==> src/hw/rtl/rfpc_pkg.sv <==
// Shared constants, types and helpers for the ring FIFO with peek and commit.
package rfpc_pkg;

  // Storage geometry.
  localparam int unsigned Depth     = 16;
  localparam int unsigned DataWidth = 32;
  localparam int unsigned IdxWidth  = $clog2(Depth);
  localparam int unsigned CntWidth  = $clog2(Depth + 1);

  // Port field widths.
  localparam int unsigned ModeWidth = 3;
  localparam int unsigned RdWidth   = 32;
  localparam int unsigned LenWidth  = 5;
  localparam int unsigned DepthRegWidth = 5;

  // Configuration port geometry.
  localparam int unsigned PaddrWidth = 3;
  localparam int unsigned PdataWidth = 32;

  // Register indexes.
  localparam logic RegDepthInUse = 1'b0;

  // Operation codes carried in the mode field.
  localparam logic [ModeWidth-1:0] ModeEnqueue = 3'd0;
  localparam logic [ModeWidth-1:0] ModeDequeue = 3'd1;
  localparam logic [ModeWidth-1:0] ModePeek    = 3'd2;
  localparam logic [ModeWidth-1:0] ModeCommit  = 3'd3;
  localparam logic [ModeWidth-1:0] ModeRewind  = 3'd4;
  localparam logic [ModeWidth-1:0] ModeQuery   = 3'd5;

  // Configuration handed from the register block to the queue core.
  typedef struct packed {
    logic                clear;
    logic [CntWidth-1:0] depth;
  } cfg_t;

  // Step a ring index forward, wrapping at the depth in use.
  function automatic logic [IdxWidth-1:0] advance(input logic [IdxWidth-1:0] idx,
                                                  input logic [CntWidth-1:0] depth);
    logic [CntWidth-1:0] nxt;
    nxt = CntWidth'(idx) + CntWidth'(1);
    if (nxt >= depth) begin
      advance = '0;
    end else begin
      advance = nxt[IdxWidth-1:0];
    end
  endfunction

  // Bring a written depth into the legal range of one to Depth.
  function automatic logic [CntWidth-1:0] clamp_depth(input logic [DepthRegWidth-1:0] val);
    logic [DepthRegWidth-1:0] d;
    d = val;
    if (d == '0) begin
      d = DepthRegWidth'(1);
    end
    if (d > DepthRegWidth'(Depth)) begin
      d = DepthRegWidth'(Depth);
    end
    clamp_depth = CntWidth'(d);
  endfunction

endpackage

==> src/hw/rtl/rfpc_if.sv <==
// Valid/ready channel interfaces for operation words and result words.
interface rfpc_in_if;
  logic                                valid;
  logic                                ready;
  logic [rfpc_pkg::ModeWidth-1:0]      mode;
  logic [rfpc_pkg::DataWidth-1:0]      write_data;

  modport source (output valid, output mode, output write_data, input ready);
  modport sink   (input valid, input mode, input write_data, output ready);
endinterface

interface rfpc_out_if;
  logic                                valid;
  logic                                ready;
  logic                                ok;
  logic [rfpc_pkg::RdWidth-1:0]        read_data;
  logic [rfpc_pkg::LenWidth-1:0]       length;

  modport source (output valid, output ok, output read_data, output length, input ready);
  modport sink   (input valid, input ok, input read_data, input length, output ready);
endinterface

==> src/hw/rtl/rfpc_regs.sv <==
// APB-style register block holding the depth in use.
module rfpc_regs (
  input  logic                            clk_i,
  input  logic                            rst_ni,
  input  logic                            psel,
  input  logic                            penable,
  input  logic                            pwrite,
  input  logic [rfpc_pkg::PaddrWidth-1:0] paddr,
  input  logic [rfpc_pkg::PdataWidth-1:0] pwdata,
  output logic [rfpc_pkg::PdataWidth-1:0] prdata,
  output logic                            pready,
  output rfpc_pkg::cfg_t                  cfg_o
);

  logic [rfpc_pkg::CntWidth-1:0] depth_q, depth_d;
  logic                          sel_depth;
  logic                          wr_depth;

  // Decode the register index from the word address.
  assign sel_depth = (paddr[rfpc_pkg::PaddrWidth-1:2] == rfpc_pkg::RegDepthInUse);
  assign wr_depth  = psel && penable && pwrite && sel_depth;
  assign pready    = 1'b1;

  // Next depth, clamped into range on a write.
  always_comb begin
    depth_d = depth_q;
    if (wr_depth) begin
      depth_d = rfpc_pkg::clamp_depth(pwdata[rfpc_pkg::DepthRegWidth-1:0]);
    end
  end

  always_ff @(posedge clk_i or negedge rst_ni) begin
    if (!rst_ni) begin
      depth_q <= rfpc_pkg::CntWidth'(rfpc_pkg::Depth);
    end else begin
      depth_q <= depth_d;
    end
  end

  // Read back the register value.
  assign prdata = sel_depth ? rfpc_pkg::PdataWidth'(depth_q) : '0;

  // A write to the depth empties the queue.
  assign cfg_o.clear = wr_depth;
  assign cfg_o.depth = depth_q;

endmodule

==> src/hw/rtl/rfpc_core.sv <==
// Queue core: input register, pointer update with entry memory, result register.
module rfpc_core (
  input  logic             clk_i,
  input  logic             rst_ni,
  input  rfpc_pkg::cfg_t   cfg_i,
  rfpc_in_if.sink          in_i,
  rfpc_out_if.source       out_o
);

  // Input register.
  logic                               in_valid_q;
  logic [rfpc_pkg::ModeWidth-1:0]     in_mode_q;
  logic [rfpc_pkg::DataWidth-1:0]     in_data_q;

  // Queue state.
  logic [rfpc_pkg::IdxWidth-1:0]      head_q, head_d;
  logic [rfpc_pkg::IdxWidth-1:0]      tail_q, tail_d;
  logic [rfpc_pkg::IdxWidth-1:0]      peek_q, peek_d;
  logic [rfpc_pkg::CntWidth-1:0]      count_q, count_d;
  logic [rfpc_pkg::CntWidth-1:0]      pcount_q, pcount_d;
  logic [rfpc_pkg::DataWidth-1:0]     mem_q [rfpc_pkg::Depth];

  // Result register.
  logic                               out_valid_q;
  logic                               out_ok_q, ok_d;
  logic [rfpc_pkg::DataWidth-1:0]     out_data_q;
  logic [rfpc_pkg::CntWidth-1:0]      out_len_q;

  logic                               fire;
  logic                               do_enq;
  logic                               do_read;
  logic [rfpc_pkg::IdxWidth-1:0]      rd_addr;

  // The held word is processed whenever the result register is free or drains.
  assign fire       = in_valid_q && (!out_valid_q || out_o.ready);
  assign in_i.ready = !in_valid_q || fire;

  always_ff @(posedge clk_i or negedge rst_ni) begin
    if (!rst_ni) begin
      in_valid_q <= 1'b0;
    end else if (in_i.ready) begin
      in_valid_q <= in_i.valid;
    end
  end

  always_ff @(posedge clk_i) begin
    if (in_i.ready && in_i.valid) begin
      in_mode_q <= in_i.mode;
      in_data_q <= in_i.write_data;
    end
  end

  // Operation decode and next pointer state.
  always_comb begin
    head_d   = head_q;
    tail_d   = tail_q;
    peek_d   = peek_q;
    count_d  = count_q;
    pcount_d = pcount_q;
    ok_d     = 1'b0;
    do_enq   = 1'b0;
    do_read  = 1'b0;
    rd_addr  = peek_q;
    case (in_mode_q)
      rfpc_pkg::ModeEnqueue: begin
        if (count_q < cfg_i.depth) begin
          do_enq   = 1'b1;
          tail_d   = rfpc_pkg::advance(tail_q, cfg_i.depth);
          count_d  = count_q + rfpc_pkg::CntWidth'(1);
          pcount_d = pcount_q + rfpc_pkg::CntWidth'(1);
          ok_d     = 1'b1;
        end
      end
      rfpc_pkg::ModeDequeue: begin
        rd_addr = head_q;
        if (count_q != '0) begin
          do_read  = 1'b1;
          head_d   = rfpc_pkg::advance(head_q, cfg_i.depth);
          count_d  = count_q - rfpc_pkg::CntWidth'(1);
          peek_d   = head_d;
          pcount_d = count_d;
          ok_d     = 1'b1;
        end
      end
      rfpc_pkg::ModePeek: begin
        if (pcount_q != '0) begin
          do_read  = 1'b1;
          peek_d   = rfpc_pkg::advance(peek_q, cfg_i.depth);
          pcount_d = pcount_q - rfpc_pkg::CntWidth'(1);
          ok_d     = 1'b1;
        end
      end
      rfpc_pkg::ModeCommit: begin
        head_d  = peek_q;
        count_d = pcount_q;
        ok_d    = 1'b1;
      end
      rfpc_pkg::ModeRewind: begin
        peek_d   = head_q;
        pcount_d = count_q;
        ok_d     = 1'b1;
      end
      rfpc_pkg::ModeQuery: begin
        ok_d = 1'b1;
      end
      default: begin
        ok_d = 1'b0;
      end
    endcase
  end

  // Pointer registers; a depth write empties the queue.
  always_ff @(posedge clk_i or negedge rst_ni) begin
    if (!rst_ni) begin
      head_q   <= '0;
      tail_q   <= '0;
      peek_q   <= '0;
      count_q  <= '0;
      pcount_q <= '0;
    end else if (cfg_i.clear) begin
      head_q   <= '0;
      tail_q   <= '0;
      peek_q   <= '0;
      count_q  <= '0;
      pcount_q <= '0;
    end else if (fire) begin
      head_q   <= head_d;
      tail_q   <= tail_d;
      peek_q   <= peek_d;
      count_q  <= count_d;
      pcount_q <= pcount_d;
    end
  end

  // Entry memory with one write port and a registered read into the result.
  always_ff @(posedge clk_i) begin
    if (fire && do_enq) begin
      mem_q[tail_q] <= in_data_q;
    end
  end

  always_ff @(posedge clk_i) begin
    if (fire) begin
      out_ok_q   <= ok_d;
      out_len_q  <= count_d;
      out_data_q <= do_read ? mem_q[rd_addr] : '0;
    end
  end

  // Result valid flag.
  always_ff @(posedge clk_i or negedge rst_ni) begin
    if (!rst_ni) begin
      out_valid_q <= 1'b0;
    end else if (fire) begin
      out_valid_q <= 1'b1;
    end else if (out_o.ready) begin
      out_valid_q <= 1'b0;
    end
  end

  assign out_o.valid     = out_valid_q;
  assign out_o.ok        = out_ok_q;
  assign out_o.read_data = rfpc_pkg::RdWidth'(out_data_q);
  assign out_o.length    = rfpc_pkg::LenWidth'(out_len_q);

endmodule

==> src/hw/rtl/ring_fifo_with_peek_commit_top.sv <==
// Top level of the ring FIFO with peek and commit.
//
//   Channel   Direction  Contents
//   in_i      sink       mode, write_data (operation word)
//   out_o     source     ok, read_data, length (result word)
//   APB       slave      depth_in_use register at byte address 0
//
// One operation word is taken per cycle unless a stalled result blocks it; each
// gives one result word through the input register and then the result register.
// The pointer update and the entry memory read lie between those two registers.
// Reset empties the queue and sets the depth to sixteen; entries are not cleared.
// A stalled result holds both stages, and input is taken again as it drains.
module ring_fifo_with_peek_commit_top (
  input  logic                            clk_i,
  input  logic                            rst_ni,
  rfpc_in_if.sink                         in_i,
  rfpc_out_if.source                      out_o,
  input  logic                            psel,
  input  logic                            penable,
  input  logic                            pwrite,
  input  logic [rfpc_pkg::PaddrWidth-1:0] paddr,
  input  logic [rfpc_pkg::PdataWidth-1:0] pwdata,
  output logic [rfpc_pkg::PdataWidth-1:0] prdata,
  output logic                            pready
);

  rfpc_pkg::cfg_t cfg;

  // Configuration registers.
  rfpc_regs u_regs (
    .clk_i   (clk_i),
    .rst_ni  (rst_ni),
    .psel    (psel),
    .penable (penable),
    .pwrite  (pwrite),
    .paddr   (paddr),
    .pwdata  (pwdata),
    .prdata  (prdata),
    .pready  (pready),
    .cfg_o   (cfg)
  );

  // Queue datapath.
  rfpc_core u_core (
    .clk_i  (clk_i),
    .rst_ni (rst_ni),
    .cfg_i  (cfg),
    .in_i   (in_i),
    .out_o  (out_o)
  );

endmodule

==> src/flat_wrapper.sv <==
// flat-port wrapper written by rule: the top's interface ports become plain ports
module ring_fifo_with_peek_commit_top_flat 
  (clk_i, rst_ni, psel, penable, pwrite, paddr, pwdata, prdata, pready, in_i_valid, in_i_mode, in_i_write_data, in_i_ready, out_o_valid, out_o_ok, out_o_read_data, out_o_length, out_o_ready);
  rfpc_in_if in_i_i ();
  rfpc_out_if out_o_i ();
  input  logic clk_i;
  input  logic rst_ni;
  input  logic psel;
  input  logic penable;
  input  logic pwrite;
  input  logic [rfpc_pkg::PaddrWidth-1:0] paddr;
  input  logic [rfpc_pkg::PdataWidth-1:0] pwdata;
  output logic [rfpc_pkg::PdataWidth-1:0] prdata;
  output logic pready;
  input wire logic [$bits(in_i_i.valid)-1:0] in_i_valid;
  input wire logic [$bits(in_i_i.mode)-1:0] in_i_mode;
  input wire logic [$bits(in_i_i.write_data)-1:0] in_i_write_data;
  output wire logic [$bits(in_i_i.ready)-1:0] in_i_ready;
  output wire logic [$bits(out_o_i.valid)-1:0] out_o_valid;
  output wire logic [$bits(out_o_i.ok)-1:0] out_o_ok;
  output wire logic [$bits(out_o_i.read_data)-1:0] out_o_read_data;
  output wire logic [$bits(out_o_i.length)-1:0] out_o_length;
  input wire logic [$bits(out_o_i.ready)-1:0] out_o_ready;
  assign in_i_i.valid = in_i_valid;
  assign in_i_i.mode = in_i_mode;
  assign in_i_i.write_data = in_i_write_data;
  assign in_i_ready = in_i_i.ready;
  assign out_o_valid = out_o_i.valid;
  assign out_o_ok = out_o_i.ok;
  assign out_o_read_data = out_o_i.read_data;
  assign out_o_length = out_o_i.length;
  assign out_o_i.ready = out_o_ready;
  ring_fifo_with_peek_commit_top u_core (.clk_i(clk_i), .rst_ni(rst_ni), .in_i(in_i_i), .out_o(out_o_i), .psel(psel), .penable(penable), .pwrite(pwrite), .paddr(paddr), .pwdata(pwdata), .prdata(prdata), .pready(pready));
endmodule
==> config.mk <==
export PLATFORM = sky130hd
export DESIGN_NAME = ring_fifo_with_peek_commit_top_flat
export DESIGN_NICKNAME = d
export VERILOG_FILES = /design/src/hw/rtl/rfpc_pkg.sv /design/src/hw/rtl/rfpc_if.sv /design/src/hw/rtl/rfpc_regs.sv /design/src/hw/rtl/rfpc_core.sv /design/src/hw/rtl/ring_fifo_with_peek_commit_top.sv /design/src/flat_wrapper.sv
export SDC_FILE = /design/constraint.sdc
export NUM_CORES = 1
export LEC_CHECK = 0
export BUFFER_PORTS_ARGS = -buffer_cell sky130_fd_sc_hd__buf_2
export CORE_UTILIZATION = 65
export DETAILED_ROUTE_END_ITERATION = 16
export GPL_TIMING_DRIVEN = 1
export PLACE_DENSITY_LB_ADDON = 0.05
export SLEW_MARGIN = 30
export SYNTH_ARGS = -nofsm -noshare
export SYNTH_HDL_FRONTEND = slang
export SYNTH_SLANG_ARGS = --single-unit
==> constraint.sdc <==
create_clock -name clk_i -period 11.2 [get_ports clk_i]
set_input_delay 2.24 -clock clk_i [delete_from_list [all_inputs] [get_ports clk_i]]
set_output_delay 2.24 -clock clk_i [all_outputs]
set_load 0.01 [all_outputs]
==> qor.csv <==
stage,metric,value,unit
run_status,status,"complete, no violations",
worst_setup_path,r2r_end,u_core.u_core.out_o.read_data[29],
die,die_area,0.0399,mm2
clocking,ctsLongestPathBuffers,3,
final_layout,area_growth_syn_to_layout,11.0,%
routing,wl_met2,24.7,mm
logic_synthesis,synth_edf_count,585,
worst_setup_path,critPathKind,in -> out,
min_path,whs_endpoint,u_core.u_core.out_o.valid,
routing,dr.max_layer_used,met4,
die,row_count,72,
routing,finalWirelength,51.9,mm
flow_run,cap_violations,0,
routing,drtIter0Drc,993,
clocking,cts_tree,yes,
global_routing,overflow,0,
routing,wl_met1,22.8,mm
worst_setup_path,required,8960,ps
logic_synthesis,syn_inst,1605,
global_routing,grt_max_degree,97,
routing,via_per_inst,6.06,
worst_setup_path,path_max_fanout,3,
pwr,p_leak,10.3,nW
clocking,clk_latency,610,ps
placed_design,hpwl,26.6,mm
clocking,cts.sinks,614,
placed_design,placed_cells,2161,
logic_synthesis,synth_seq_cells,614,
final_layout,antenna_cells,0,
worst_setup_path,cp_slowest_stage_delay,170,ps
logic_synthesis,yosysUniqueCellTypes,64,
clocking,clk_pin_slew,60,ps
logic_synthesis,async_flop_share,0.0472,
die,die_w,200,um
worst_setup_path,worst_setup_path_start_kind,input port,
clocking,post_cts_buffers,0,
logic_synthesis,yosysTopAreaCell,edfxtp_1,
min_path,min_from,u_core.u_core.in_valid_q,
die,ios,150,
timing,period_share,0.438,
clocking,cts_resized,0,
timing,fmax,204,MHz
worst_setup_path,worst_path_most_repeated_cell,buf_2,
min_path,hold_class,reg -> reg,
logic_synthesis,synth.most_common_cell,edfxtp_1,
worst_setup_path,r2r_slack,6730,ps
worst_setup_path,crit_arrival,2670,ps
routing,ant_nets,0,
logic_synthesis,ys_seq_area_frac,0.720,
timing,setup_tns,0,ps
clocking,cts-root-buf,clkbuf_16,
global_routing,grt_pass1_vias,13300,
timing,tightest_slew,950,ps
global_routing,grt_pass1_wl,77.3,mm
routing,num_vias,13700,
pwr,cellPowerDensity,214,mW/mm2
logic_synthesis,syn_area,0.0254,mm2
final_layout,drive_gt1_frac,0.171,
worst_setup_path,path_cells,buf_2 -> nand3b_1 -> buf_2,
logic_synthesis,synthTopCellsByArea,"edfxtp_1 69%, mux2i_1 9.0%, mux2_2 2.8%, dfrtp_1 2.8%, a21oi_1 1.8%",
worst_setup_path,critPathTopFamily,buffers and inverters,
timing,rsz0062_at_grt,no,
placed_design,gp_congestion,0.872,
worst_setup_path,cp-end-kind,output port,
logic_synthesis,yosysWarnings,0,
global_routing,gr-usage-all-layers,0.266,
timing,finalSetupViolations,0,
timing,clock_skew,8.05,ps
worst_setup_path,reg2regPathDepth,8,
logic_synthesis,synth_top_cell_area_share,0.692,
die,die_h,200,um
clocking,cts-htree-levels,2,
worst_setup_path,worst-path-stages,3,
placed_design,port_buffers,92,
die,coreArea,0.0386,mm2
logic_synthesis,synth_common_cells,"585 x edfxtp_1, 229 x mux2i_1, 111 x nand2_1",
routing,wl_met3,3.10,mm
final_layout,final_cell_count_no_fill,2268,
clocking,cts_buffers,58,
worst_setup_path,reg2reg_from,u_core.u_core.in_mode_q[2],
die,start_util,0.659,
global_routing,antenna_found_initial,0,
clocking,holdBufCountCts,0,
min_path,holdPathStages,1,
timing,hold_violations,0,
pwr,ir_worst_vdd,0.156,mV
final_layout,fin_area,0.0282,mm2
placed_design,place_area,0.0263,mm2
routing,firstDrtPassIters,6,
logic_synthesis,syn_area_per_cell,15.8,um2
timing,slew_headroom,0.366,
worst_setup_path,crit_buf_inv,2,
routing,drc_errors,0,
final_layout,nets,1811,
timing,period_minus_slack,4910,ps
logic_synthesis,dominantRegCellSynth,edfxtp_1,
timing,finalMaxSlewViolations,0,
worst_setup_path,cp_slowest_cell,nand3b_1,
routing,avgRoutedWirePerCell,22.9,um
## worst max path at each step
stage	endpoint	slack, ps	start
after global placement	u_core.u_core.mem_q[12][18]	6190	out_o_ready
after CTS	in_i_ready	6290	out_o_ready
after global routing	in_i_ready	6280	out_o_ready
final	in_i_ready	6290	out_o_ready
after floorplan	u_core.u_core.mem_q[3][0]	5050	out_o_ready
after detailed placement	u_core.u_core.mem_q[12][26]	6060	out_o_ready
## stage by stage
step                      hold WS, ps  total power [mW]   util  worst slack [ps]
after detailed placement          497              4.18  0.683              6060
after floorplan                   457              3.89      -              5050
after CTS                         502              6.07  0.731              6290
after global placement            475              4.15  0.683              6190
final                             499              6.04  0.731              6290
after global routing              530              6.30  0.731              6280
## cell families after synthesis
| family | synth area share |
|---|---|
| XOR/XNOR | 0.00517 |
| multiplexers | 0.119 |
| buffers and inverters | 0.0289 |
| other | 0.000296 |
| AND/OR/NAND/NOR | 0.0473 |
| AO/OA/AOI/OAI | 0.0633 |
| adder cells (fa/ha/maj) | 0.0156 |
| flip-flops | 0.720 |
## power by group
group / switching (mW) / total (mW) / leakage (nW) / internal (mW)
sequential: 0.108 / 2.72 / 5.67 / 2.62
clock: 0.812 / 1.90 / 0.908 / 1.09
combinational: 0.814 / 1.42 / 3.71 / 0.602
## state kept, by name, summed over array words and instances, names as in the netlist
signal	count
u_core.u_core.in_mode_q	3
u_core.u_core.pcount_q	5
u_core.u_core.peek_q	4
u_core.u_core.tail_q	4
u_core.u_core.out_o.ok	1
u_core.u_regs.depth_q	5
u_core.u_core.mem_q	512
u_core.u_core.out_o.length	5
u_core.u_core.out_o.valid	1
u_core.u_core.head_q	4
u_core.u_core.out_o.read_data	32
u_core.u_core.count_q	5
u_core.u_core.in_valid_q	1
u_core.u_core.in_data_q	32
## metal layers
layer,up-vias,GRT usage
li1,6337,-
met1,6854,0.378
met2,455,0.428
met3,92,0.0430
met4,0,0.0775
met5,-,0
## cells in the final DEF, fill, tap and decap left out, drive strengths merged, types with 3 or more instances in the layout
master / synthesis / routed
xor2: 8 / 8
clkbuf: 25 / 70
mux2: 64 / 64
edfxtp: 585 / 585
nand2: 111 / 111
nor3b: 3 / 3
dfrtp: 28 / 28
a32o: 3 / 3
o21ai: 33 / 33
bufinv: 0 / 5
nor3: 14 / 14
ha: 30 / 30
a221oi: 3 / 3
nand3: 7 / 7
nor2: 108 / 108
nand3b: 5 / 5
clkinv: 0 / 28
o221ai: 35 / 35
conb: 2 / 28
a21oi: 93 / 93
buf: 85 / 122
nand2b: 13 / 13
a31oi: 6 / 6
a21o: 7 / 7
clkinvlp: 0 / 3
and3: 3 / 3
xnor2: 7 / 7
mux2i: 230 / 230
a32oi: 32 / 32
o211ai: 5 / 5
o22ai: 4 / 4
inv: 19 / 20
a211oi: 3 / 3
## cell type report
cell class                 count  area, um2
sequential                   614      18300
clock inverter                37        303
timing repair buffer         122        704
clock buffer                  70       1550
inverter                      19       71.3
fill                        2451      10400
multi-input combinational    888       6620
tap                          518        648
## worst register-to-register path, cell delays in order (launching register included)
cell      delay (ps)
edfxtp_1         850
or3b_1           600
mux2i_4          330
buf_6            640
buf_4            860
mux2i_1          320
nand2_1           70
a32oi_1          280
o221ai_1         220
(Power assumes the default switching activity.)
